--- src/rtl/core/llqm_pkg.sv ---
`timescale 1ns / 1ps

package llqm_pkg;

   // pool size and derived widths
   localparam int NODES  = 16;
   localparam int IDX_W  = (NODES > 1) ? $clog2(NODES) : 1;
   localparam int FLD_W  = 4;
   localparam int MODE_W = 3;

   // request modes
   localparam logic [MODE_W-1:0] MODE_ALLOC      = 3'd0;
   localparam logic [MODE_W-1:0] MODE_FREE       = 3'd1;
   localparam logic [MODE_W-1:0] MODE_INS_AFTER  = 3'd2;
   localparam logic [MODE_W-1:0] MODE_INS_BEFORE = 3'd3;
   localparam logic [MODE_W-1:0] MODE_REMOVE     = 3'd4;

   typedef struct packed {
      logic             v;
      logic [IDX_W-1:0] i;
   } link_type;

   localparam link_type LINK_NULL = '{v: 1'b0, i: '0};

   typedef enum logic [2:0] {
      KIND_NOP,
      KIND_ALLOC,
      KIND_FREE,
      KIND_INSERT,
      KIND_REMOVE
   } kind_type;

   typedef enum logic [2:0] {
      STEP_NONE,
      STEP_EXEC,
      STEP_READ,
      STEP_LINK1,
      STEP_LINK2,
      STEP_LOOK,
      STEP_OUT
   } step_type;

   typedef struct packed {
      logic     load;
      step_type step;
   } dp_cmd_type;

   typedef struct packed {
      kind_type req_kind;
      logic     out_free;
   } dp_stat_type;

endpackage

--- src/rtl/core/llqm_ctrl.sv ---
`timescale 1ns / 1ps

module llqm_ctrl (
   input  logic                  clock,
   input  logic                  reset,
   input  logic                  req_valid,
   output logic                  req_stall,
   input  llqm_pkg::dp_stat_type stat,
   output llqm_pkg::dp_cmd_type  cmd
);
   import llqm_pkg::*;

   typedef enum logic [2:0] {
      ST_IDLE,
      ST_EXEC,
      ST_READ,
      ST_LINK1,
      ST_LINK2,
      ST_LOOK,
      ST_DONE
   } state_type;

   state_type state_ff;
   state_type state_in;

   assign req_stall = (state_ff != ST_IDLE);

   always_comb begin
      state_in = state_ff;
      cmd.load = 1'b0;
      cmd.step = STEP_NONE;
      unique case (state_ff)
         ST_IDLE: begin
            if (req_valid) begin
               cmd.load = 1'b1;
               unique case (stat.req_kind) inside
                  KIND_ALLOC, KIND_FREE:    state_in = ST_EXEC;
                  KIND_INSERT, KIND_REMOVE: state_in = ST_READ;
                  default:                  state_in = ST_LOOK;
               endcase
            end
         end
         ST_EXEC: begin
            cmd.step = STEP_EXEC;
            state_in = ST_LOOK;
         end
         ST_READ: begin
            cmd.step = STEP_READ;
            state_in = ST_LINK1;
         end
         ST_LINK1: begin
            cmd.step = STEP_LINK1;
            state_in = ST_LINK2;
         end
         ST_LINK2: begin
            cmd.step = STEP_LINK2;
            state_in = ST_LOOK;
         end
         ST_LOOK: begin
            cmd.step = STEP_LOOK;
            state_in = ST_DONE;
         end
         ST_DONE: begin
            cmd.step = STEP_OUT;
            if (stat.out_free) state_in = ST_IDLE;
         end
         default: state_in = ST_IDLE;
      endcase
   end

   always_ff @(posedge clock) begin
      if (reset) state_ff <= ST_IDLE;
      else       state_ff <= state_in;
   end

endmodule

--- src/rtl/core/llqm_dp.sv ---
`timescale 1ns / 1ps

module llqm_dp (
   input  logic                               clock,
   input  logic                               reset,
   input  llqm_pkg::dp_cmd_type               cmd,
   output llqm_pkg::dp_stat_type              stat,
   input  logic [llqm_pkg::MODE_W-1:0]        req_mode,
   input  logic                               req_node_present,
   input  logic [llqm_pkg::FLD_W-1:0]         req_node_index,
   input  logic                               req_other_present,
   input  logic [llqm_pkg::FLD_W-1:0]         req_other_index,
   output logic                               rsp_valid,
   input  logic                               rsp_stall,
   output logic                               rsp_status,
   output logic [llqm_pkg::FLD_W-1:0]         rsp_alloc_index,
   output logic                               rsp_head_present,
   output logic [llqm_pkg::FLD_W-1:0]         rsp_head_index,
   output logic                               rsp_tail_present,
   output logic [llqm_pkg::FLD_W-1:0]         rsp_tail_index,
   output logic                               rsp_next_present,
   output logic [llqm_pkg::FLD_W-1:0]         rsp_next_index,
   output logic                               rsp_prev_present,
   output logic [llqm_pkg::FLD_W-1:0]         rsp_prev_index
);
   import llqm_pkg::*;

   // request decode
   logic     node_ok, other_ok, ins_ok, sel_ok;
   kind_type kind;

   // latched request
   logic [MODE_W-1:0] mode_ff;
   logic              op_ff;
   logic [IDX_W-1:0]  ni_ff, oi_ff;
   kind_type          kind_ff;

   // result bookkeeping
   logic [IDX_W-1:0] sel_ff, sel_in;
   logic             has_sel_ff, has_sel_in;
   logic             status_ff, status_in;
   logic [IDX_W-1:0] alloc_ff, alloc_in;

   // list state
   logic [NODES-1:0] free_ff, free_in;
   logic [NODES-1:0] nxt_v_ff, prv_v_ff;
   logic [IDX_W-1:0] nxt_mem [NODES];
   logic [IDX_W-1:0] prv_mem [NODES];
   link_type         head_ff, head_in, tail_ff, tail_in;
   logic [IDX_W-1:0] start_ff, start_in;

   // link read registers
   link_type         nrd_ff, prd_ff;
   logic             rd_en;
   logic [IDX_W-1:0] nr_addr, pr_addr;

   // write ports
   logic             nw_en, pw_en;
   logic [IDX_W-1:0] nw_addr, pw_addr;
   link_type         nw_data, pw_data;

   // free slot search
   logic [NODES-1:0] hi_mask, masked, pick_src, pick_oh;
   logic [IDX_W-1:0] grant;
   logic             found;

   link_type t_link, u_link, mk_ni, mk_oi;

   // output register
   logic             rsp_valid_ff, out_load;
   logic             rsp_status_ff;
   logic [FLD_W-1:0] rsp_alloc_ff;
   link_type         rsp_head_ff, rsp_tail_ff, rsp_next_ff, rsp_prev_ff;
   link_type         look_next, look_prev;

   assign node_ok  = req_node_present && (int'(req_node_index) < NODES);
   assign other_ok = req_other_present && (int'(req_other_index) < NODES) &&
                     (req_other_index != req_node_index);
   assign ins_ok   = node_ok && (!req_other_present || other_ok);
   assign sel_ok   = node_ok && ((req_mode == MODE_FREE) || (req_mode == MODE_INS_AFTER) ||
                                 (req_mode == MODE_INS_BEFORE) || (req_mode == MODE_REMOVE));

   always_comb begin
      unique case (req_mode)
         MODE_ALLOC:      kind = KIND_ALLOC;
         MODE_FREE:       kind = node_ok ? KIND_FREE : KIND_NOP;
         MODE_INS_AFTER:  kind = ins_ok ? KIND_INSERT : KIND_NOP;
         MODE_INS_BEFORE: kind = ins_ok ? KIND_INSERT : KIND_NOP;
         MODE_REMOVE:     kind = node_ok ? KIND_REMOVE : KIND_NOP;
         default:         kind = KIND_NOP;
      endcase
   end

   assign out_load      = (cmd.step == STEP_OUT) && (!rsp_valid_ff || !rsp_stall);
   assign stat.req_kind = kind;
   assign stat.out_free = !rsp_valid_ff || !rsp_stall;

   // round-robin search: first free slot at or above start, else first free overall
   always_comb begin
      for (int k = 0; k < NODES; k++) hi_mask[k] = (k >= int'(start_ff));
      masked   = free_ff & hi_mask;
      pick_src = (|masked) ? masked : free_ff;
      pick_oh  = pick_src & (~pick_src + NODES'(1));
      found    = |free_ff;
      grant    = '0;
      for (int k = 0; k < NODES; k++) begin
         if (pick_oh[k]) grant = grant | IDX_W'(k);
      end
   end

   assign mk_ni  = '{v: 1'b1, i: ni_ff};
   assign mk_oi  = '{v: 1'b1, i: oi_ff};
   assign u_link = prd_ff;

   always_comb begin
      unique case (mode_ff)
         MODE_INS_AFTER:  t_link = op_ff ? nrd_ff : head_ff;
         MODE_INS_BEFORE: t_link = op_ff ? prd_ff : tail_ff;
         default:         t_link = nrd_ff;
      endcase
   end

   // read addressing
   always_comb begin
      rd_en   = 1'b0;
      nr_addr = sel_ff;
      pr_addr = sel_ff;
      if (cmd.step == STEP_READ) begin
         rd_en   = 1'b1;
         nr_addr = (mode_ff == MODE_REMOVE) ? ni_ff : oi_ff;
         pr_addr = (mode_ff == MODE_REMOVE) ? ni_ff : oi_ff;
      end else if (cmd.step == STEP_LOOK) begin
         rd_en = 1'b1;
      end
   end

   // per-step update of links, ends, pool and bookkeeping
   always_comb begin
      nw_en      = 1'b0;
      nw_addr    = ni_ff;
      nw_data    = LINK_NULL;
      pw_en      = 1'b0;
      pw_addr    = ni_ff;
      pw_data    = LINK_NULL;
      head_in    = head_ff;
      tail_in    = tail_ff;
      free_in    = free_ff;
      start_in   = start_ff;
      sel_in     = sel_ff;
      has_sel_in = has_sel_ff;
      status_in  = status_ff;
      alloc_in   = alloc_ff;
      if (cmd.load) begin
         sel_in     = IDX_W'(req_node_index);
         has_sel_in = sel_ok;
         status_in  = 1'b0;
         alloc_in   = '0;
      end else begin
         case (cmd.step)
            STEP_EXEC: begin
               if (kind_ff == KIND_ALLOC) begin
                  if (found) begin
                     free_in[grant] = 1'b0;
                     nw_en      = 1'b1;
                     nw_addr    = grant;
                     pw_en      = 1'b1;
                     pw_addr    = grant;
                     start_in   = (grant == IDX_W'(NODES - 1)) ? '0 : grant + 1'b1;
                     sel_in     = grant;
                     has_sel_in = 1'b1;
                     alloc_in   = grant;
                  end else begin
                     status_in  = 1'b1;
                     has_sel_in = 1'b0;
                  end
               end else begin
                  free_in[ni_ff] = 1'b1;
                  nw_en = 1'b1;
                  pw_en = 1'b1;
               end
            end
            STEP_LINK1: begin
               unique case (mode_ff)
                  MODE_INS_AFTER: begin
                     if (t_link.v) begin
                        pw_en   = 1'b1;
                        pw_addr = t_link.i;
                        pw_data = mk_ni;
                     end else if (op_ff) begin
                        tail_in = mk_ni;
                     end
                     nw_en   = 1'b1;
                     nw_data = t_link;
                  end
                  MODE_INS_BEFORE: begin
                     if (t_link.v) begin
                        nw_en   = 1'b1;
                        nw_addr = t_link.i;
                        nw_data = mk_ni;
                     end else if (op_ff) begin
                        head_in = mk_ni;
                     end
                     pw_en   = 1'b1;
                     pw_data = t_link;
                  end
                  default: begin
                     if (head_ff.v && (head_ff.i == ni_ff)) head_in = t_link;
                     if (tail_ff.v && (tail_ff.i == ni_ff)) tail_in = u_link;
                     if (t_link.v) begin
                        pw_en   = 1'b1;
                        pw_addr = t_link.i;
                        pw_data = u_link;
                     end
                     if (u_link.v) begin
                        nw_en   = 1'b1;
                        nw_addr = u_link.i;
                        nw_data = t_link;
                     end
                  end
               endcase
            end
            STEP_LINK2: begin
               unique case (mode_ff)
                  MODE_INS_AFTER: begin
                     pw_en   = 1'b1;
                     pw_data = op_ff ? mk_oi : LINK_NULL;
                     if (op_ff) begin
                        nw_en   = 1'b1;
                        nw_addr = oi_ff;
                        nw_data = mk_ni;
                     end else begin
                        head_in = mk_ni;
                        if (!tail_ff.v) tail_in = mk_ni;
                     end
                  end
                  MODE_INS_BEFORE: begin
                     nw_en   = 1'b1;
                     nw_data = op_ff ? mk_oi : LINK_NULL;
                     if (op_ff) begin
                        pw_en   = 1'b1;
                        pw_addr = oi_ff;
                        pw_data = mk_ni;
                     end else begin
                        tail_in = mk_ni;
                        if (!head_ff.v) head_in = mk_ni;
                     end
                  end
                  default: begin
                     nw_en = 1'b1;
                     pw_en = 1'b1;
                  end
               endcase
            end
            default: ;
         endcase
      end
   end

   assign look_next = (has_sel_ff && nrd_ff.v) ? nrd_ff : LINK_NULL;
   assign look_prev = (has_sel_ff && prd_ff.v) ? prd_ff : LINK_NULL;

   // control state
   always_ff @(posedge clock) begin
      if (reset) begin
         free_ff      <= '1;
         nxt_v_ff     <= '0;
         prv_v_ff     <= '0;
         head_ff      <= LINK_NULL;
         tail_ff      <= LINK_NULL;
         start_ff     <= '0;
         rsp_valid_ff <= 1'b0;
      end else begin
         free_ff  <= free_in;
         head_ff  <= head_in;
         tail_ff  <= tail_in;
         start_ff <= start_in;
         if (nw_en) nxt_v_ff[nw_addr] <= nw_data.v;
         if (pw_en) prv_v_ff[pw_addr] <= pw_data.v;
         if (out_load)        rsp_valid_ff <= 1'b1;
         else if (!rsp_stall) rsp_valid_ff <= 1'b0;
      end
   end

   // link index memories
   always_ff @(posedge clock) begin
      if (nw_en) nxt_mem[nw_addr] <= nw_data.i;
      if (pw_en) prv_mem[pw_addr] <= pw_data.i;
      if (rd_en) begin
         nrd_ff <= '{v: nxt_v_ff[nr_addr], i: nxt_mem[nr_addr]};
         prd_ff <= '{v: prv_v_ff[pr_addr], i: prv_mem[pr_addr]};
      end
   end

   // request and result payload
   always_ff @(posedge clock) begin
      if (cmd.load) begin
         mode_ff <= req_mode;
         op_ff   <= req_other_present;
         ni_ff   <= IDX_W'(req_node_index);
         oi_ff   <= IDX_W'(req_other_index);
         kind_ff <= kind;
      end
      sel_ff     <= sel_in;
      has_sel_ff <= has_sel_in;
      status_ff  <= status_in;
      alloc_ff   <= alloc_in;
      if (out_load) begin
         rsp_status_ff <= status_ff;
         rsp_alloc_ff  <= FLD_W'(alloc_ff);
         rsp_head_ff   <= head_ff;
         rsp_tail_ff   <= tail_ff;
         rsp_next_ff   <= look_next;
         rsp_prev_ff   <= look_prev;
      end
   end

   assign rsp_valid        = rsp_valid_ff;
   assign rsp_status       = rsp_status_ff;
   assign rsp_alloc_index  = rsp_alloc_ff;
   assign rsp_head_present = rsp_head_ff.v;
   assign rsp_head_index   = rsp_head_ff.v ? FLD_W'(rsp_head_ff.i) : '0;
   assign rsp_tail_present = rsp_tail_ff.v;
   assign rsp_tail_index   = rsp_tail_ff.v ? FLD_W'(rsp_tail_ff.i) : '0;
   assign rsp_next_present = rsp_next_ff.v;
   assign rsp_next_index   = rsp_next_ff.v ? FLD_W'(rsp_next_ff.i) : '0;
   assign rsp_prev_present = rsp_prev_ff.v;
   assign rsp_prev_index   = rsp_prev_ff.v ? FLD_W'(rsp_prev_ff.i) : '0;

endmodule

--- src/rtl/core/linked_list_queue_manager.sv ---
`timescale 1ns / 1ps
// Linked list queue manager: a pool of NODES slots, allocated ones linked
// into one doubly linked list (allocate, free, insert after/before, remove).
// Request channel req_*: mode, node and reference slot, taken on an edge
// with req_valid high and req_stall low. Response channel rsp_*: status,
// granted slot, list head/tail and the links of the node operated on, taken
// with rsp_valid high and rsp_stall low. Exactly one response per request.
// One request is in work at a time; the next is taken only once the
// sequencer is back in its idle state. Allocate and free pass through an
// EXEC step; insert and remove need a link read step (READ) and then the
// link write steps LINK1 and LINK2, as each link memory has a single write
// port. Every request ends with a read of the node's links (LOOK) and the
// hand-off to the output register (DONE).
// The free-slot search is a combinational rotating priority pick.
// A response waits in the output register while the receiver stalls; the
// next request is still taken and worked on, and only its final hand-off
// to the output register waits.
// Reset (synchronous, active high) frees every slot, clears every link and
// the head and tail, and sets the allocate search start to slot 0.

module linked_list_queue_manager (
   input  logic                        clock,
   input  logic                        reset,
   input  logic                        req_valid,
   output logic                        req_stall,
   input  logic [llqm_pkg::MODE_W-1:0] req_mode,
   input  logic                        req_node_present,
   input  logic [llqm_pkg::FLD_W-1:0]  req_node_index,
   input  logic                        req_other_present,
   input  logic [llqm_pkg::FLD_W-1:0]  req_other_index,
   output logic                        rsp_valid,
   input  logic                        rsp_stall,
   output logic                        rsp_status,
   output logic [llqm_pkg::FLD_W-1:0]  rsp_alloc_index,
   output logic                        rsp_head_present,
   output logic [llqm_pkg::FLD_W-1:0]  rsp_head_index,
   output logic                        rsp_tail_present,
   output logic [llqm_pkg::FLD_W-1:0]  rsp_tail_index,
   output logic                        rsp_next_present,
   output logic [llqm_pkg::FLD_W-1:0]  rsp_next_index,
   output logic                        rsp_prev_present,
   output logic [llqm_pkg::FLD_W-1:0]  rsp_prev_index
);
   import llqm_pkg::*;

   dp_cmd_type  cmd;
   dp_stat_type stat;

   // sequencer: walks each request through its read and write steps
   llqm_ctrl u_ctrl (
      .clock     (clock),
      .reset     (reset),
      .req_valid (req_valid),
      .req_stall (req_stall),
      .stat      (stat),
      .cmd       (cmd)
   );

   // pool, link memories, head/tail and the output register
   llqm_dp u_dp (
      .clock             (clock),
      .reset             (reset),
      .cmd               (cmd),
      .stat              (stat),
      .req_mode          (req_mode),
      .req_node_present  (req_node_present),
      .req_node_index    (req_node_index),
      .req_other_present (req_other_present),
      .req_other_index   (req_other_index),
      .rsp_valid         (rsp_valid),
      .rsp_stall         (rsp_stall),
      .rsp_status        (rsp_status),
      .rsp_alloc_index   (rsp_alloc_index),
      .rsp_head_present  (rsp_head_present),
      .rsp_head_index    (rsp_head_index),
      .rsp_tail_present  (rsp_tail_present),
      .rsp_tail_index    (rsp_tail_index),
      .rsp_next_present  (rsp_next_present),
      .rsp_next_index    (rsp_next_index),
      .rsp_prev_present  (rsp_prev_present),
      .rsp_prev_index    (rsp_prev_index)
   );

   // a taken request leaves the sequencer busy in the following cycle
   a_busy_after_accept: assert property (@(posedge clock) disable iff (reset)
      (req_valid && !req_stall) |=> req_stall)
      else $error("request accepted but sequencer not busy");

   // a fresh response only comes out of a request in work
   a_rsp_from_work: assert property (@(posedge clock) disable iff (reset)
      $rose(rsp_valid) |-> $past(req_stall))
      else $error("response without a request in work");

   // an empty pool grants nothing and reports no node links
   a_none_free: assert property (@(posedge clock) disable iff (reset)
      (rsp_valid && rsp_status) |->
         (rsp_alloc_index == '0) && !rsp_next_present && !rsp_prev_present)
      else $error("failed allocate reports a slot");

endmodule
--- config.mk ---
export PLATFORM = sky130hd
export DESIGN_NAME = linked_list_queue_manager
export DESIGN_NICKNAME = d
export VERILOG_FILES = /design/src/rtl/core/llqm_pkg.sv /design/src/rtl/core/llqm_ctrl.sv /design/src/rtl/core/llqm_dp.sv /design/src/rtl/core/linked_list_queue_manager.sv
export SDC_FILE = /design/constraint.sdc
export NUM_CORES = 1
export LEC_CHECK = 0
export ABC_AREA = 1
export ABC_CLOCK_PERIOD_IN_PS = 9040
export BUFFER_PORTS_ARGS = -buffer_cell sky130_fd_sc_hd__buf_2
export CELL_PAD_IN_SITES_DETAIL_PLACEMENT = 1
export CELL_PAD_IN_SITES_GLOBAL_PLACEMENT = 1
export CORE_MARGIN = 2
export CORE_UTILIZATION = 51
export DETAILED_ROUTE_END_ITERATION = 10
export PLACE_DENSITY = 0.91
export RECOVER_POWER = 50
export SETUP_SLACK_MARGIN = 0.15
export SLEW_MARGIN = 20
export SYNTH_ARGS = -nofsm -noshare
export SYNTH_HDL_FRONTEND = slang
export SYNTH_SLANG_ARGS = --single-unit
--- constraint.sdc ---
create_clock -name clock -period 9.04 [get_ports clock]
set_input_delay 0.904 -clock clock [delete_from_list [all_inputs] [get_ports clock]]
set_output_delay 0.904 -clock clock [all_outputs]
set_load 0.05 [all_outputs]
==> impl_metrics.yaml <==
layout:
  final_cell_count_no_fill: 1985
  fin_util: 0.5643
  finalNetCount: 1650
  fillCellCount: 3110
  final_area_um2: 14540
  multi_input_area_um2: 5210
  drive_gt1_frac: 0.05455
  area_growth_syn_to_layout_pct: 9.634
  n_antenna_cell: 0
  regArea_um2: 6917
floorplan:
  die_y_um: 165.2
  dieWidth_um: 165.2
  ios: 44
  die-area_um2: 27310
  initial_utilization: 0.5147
  fp.coreArea_um2: 25760
  num_rows: 59
clock_network:
  cts_resized: 0
  cts-hold-fix-buffers: 0
  clk_latency_ps: 560
  cts_buffers: 27
  clockBufferDepth: 3
  clk_pin_slew_ps: 60
  post-cts-setup-buffer-count: 0
  cts_root_buf: "clkbuf_16"
  cts.sinks: 254
  cts_tree: "yes"
  htreeDepth: 1
sta:
  grt_setup_unrepaired: "false"
  timing.setup.tns_ps: 0
  postLayoutSetupSlackWorst_ps: 3819
  hold_ws_ps: 436.1
  hold_viol_final: 0
  period_needed_ps: 5221
  slew_headroom: 0.2278
  setup-violations-final: 0
  min_period_over_period: 0.5776
  tightestPinTransition_ps: 1154
  slew_viol_final: 0
  fin_skew_ps: 17.36
  timing.fmax_ghz: 0.1915
setup_path:
  end_kind: "flip-flop"
  cp_max_fo: 18
  critical_path_class: "flip-flop to flip-flop"
  critPathSlowestCell: "nor2_1"
  path_cells: "nand2_1 > nand2_1 > inv_1 > nand2_1 > nand2_1 > nor2_1 > nand2_2 > nor2_1 > o21ai_0 > nand3_1 > nor2_1 > nand3_1 > nand2_1 > nor2_1 > nand2_1 > nand2_4 > nand3_1 > nand2_1 > nand2_1 > nor2_1"
  worstPathRequired_ps: 9240
  max_stage_delay_ps: 860
  cp.arrival_ps: 5420
  r2r_slack_ps: 3820
  startpoint_type: "flip-flop"
  cpMostUsedCell: "nand2_1"
route:
  drt_iter0_drc: 1151
  antenna_left: 0
  drc: 0
  num_vias: 11870
  wl_mm: 42.92
  viasPerCell: 5.978
  drt_first_pass_iters: 6
  wl_per_cell_um: 21.62
synth:
  ys.flop_type: "edfxtp_1"
  synth-edff-count: 183
  synth_most_common_cell: "nand2_1"
  async_flop_share: 0
  synth_warnings: 0
  avgSynthCellArea_um2: 8.236
  yosysTopAreaCellShare: 0.4144
  synth_fp_nets: 1631
  synth_commonest_cells: "374 x nand2_1, 221 x inv_1, 188 x nor2_1"
  synth-seq-cells: 254
  yosysTopAreaCell: "edfxtp_1"
  synth_area_um2: 13260
  synthTopCellsByArea: "edfxtp_1 41%, dfxtp_1 11%, nand2_1 11%"
  ys_seq_area_frac: 0.5216
  yosysUniqueCellTypes: 50
  netlist_instances: 1610
place:
  gp_congestion: 1.029
  placed_area_um2: 13740
  dpl.hpwl_mm: 30.17
  dp_cells: 1935
  io_buffers: 43
  dp_slack_ps: 4675
run_status:
  status: "completed"
grt:
  grt_max_degree: 115
  grt_pass1_wl_mm: 66.13
  antenna_found_initial: 0
  grt_usage: 0.3143
  overflow: 0
  grt_pass1_vias: 12110
pwr:
  vdd_drop_max_v: 0.0001784
  p_leak_nw: 5.989
  power_mw: 4.659
  powerDensity_nw_per_um2: 320.5
flow_run:
  maxCapViolations: 0
min_path:
  hold_path_class: "flip-flop to flip-flop"
==> cell families after synthesis <==
kind of cell             count (synthesis)  synth area share
AND/OR/NAND/NOR                        747            0.2392
buffers and inverters                  296           0.08473
XOR/XNOR                                 4          0.002642
AO/OA/AOI/OAI                          292            0.1382
adder cells (fa/ha/maj)                  4          0.003774
multiplexers                            13          0.009813
flip-flops                             254            0.5216
==> worst max-delay path: cells and delay by family, from the launching register on <==
family                 cells  cell delay [ps]
buffers and inverters      1               50
DFF                        1              580
and+or+nand+nor           18             3770
AOI/OAI and AO/OA          1              420
==> routing by layer <==
metal / vias to the layer above / part of all wire / track usage
li1: 5446 / - / -
met1: 5794 / 0.41 / 0.3927
met2: 477 / 0.49 / 0.5460
met3: 150 / 0.064 / 0.04421
met4: 0 / 0.042 / 0.1316
met5: - / 0 / 0
==> flip-flops by register name, indices dropped and copies added, names as in the netlist, 5 cells and up <==
| name | flops |
|---|---|
| u_dp.nxt_mem | 64 |
| u_dp.nrd_ff | 5 |
| u_dp.tail_ff | 5 |
| u_dp.nxt_v_ff | 16 |
| u_dp.prv_mem | 64 |
| u_dp.head_ff | 5 |
| u_dp.prd_ff | 5 |
| u_dp.free_ff | 16 |
| u_dp.prv_v_ff | 16 |
==> power by group <==
part           internal [mW]  leakage [nW]  switching, mW  total (mW)
Combinational          0.483          3.31           1.38        1.87
Sequential              1.50          2.23          0.175        1.68
Clock                  0.641         0.440          0.477        1.12
Total                   2.62          5.99           2.03        4.66
==> placed cells by master, fill, tap and decap left out, types with 4 or more instances in the layout <==
master | Yosys | final
a211oi_1 | 4 | 4
a21oi_1 | 43 | 43
buf_2 | 1 | 4
buf_4 | 1 | 5
clkbuf_1 | 54 | 50
clkbuf_16 | 0 | 28
clkbuf_8 | 0 | 5
clkinv_1 | 3 | 5
clkinv_2 | 0 | 5
dfxtp_1 | 71 | 71
edfxtp_1 | 183 | 183
ha_1 | 4 | 4
inv_1 | 221 | 223
inv_2 | 9 | 7
mux2i_1 | 13 | 13
nand2_1 | 374 | 378
nand3_1 | 112 | 113
nand4_1 | 8 | 8
nand4_2 | 4 | 4
nor2_1 | 188 | 189
nor2_2 | 14 | 14
nor3_1 | 20 | 20
nor4_1 | 6 | 6
o211ai_1 | 106 | 106
o21ai_0 | 104 | 104
o21ai_1 | 6 | 5
==> worst paths after layout <==
kind,startpoint,cells after the start,end
worst max-delay path,u_dp.start_ff[3],20,u_dp.prv_mem[10][1]
worst min-delay path,u_dp.alloc_ff[2],0,u_dp.rsp_alloc_index[2]
worst max register to register,u_dp.start_ff[3],20,u_dp.prv_mem[10][1]
worst min register to register,u_dp.alloc_ff[2],0,u_dp.rsp_alloc_index[2]
==> layout make-up <==
cell class	count	share of cell area
Sequential cell	254	0.4758
Clock buffer	40	0.05474
Timing Repair Buffer	53	0.01584
Inverter	233	0.06016
Tap cell	335	0.02883
Multi-Input combinational cell	1060	0.3584
Clock inverter	10	0.006283
Note: power is estimated with default switching activity, not from simulation.
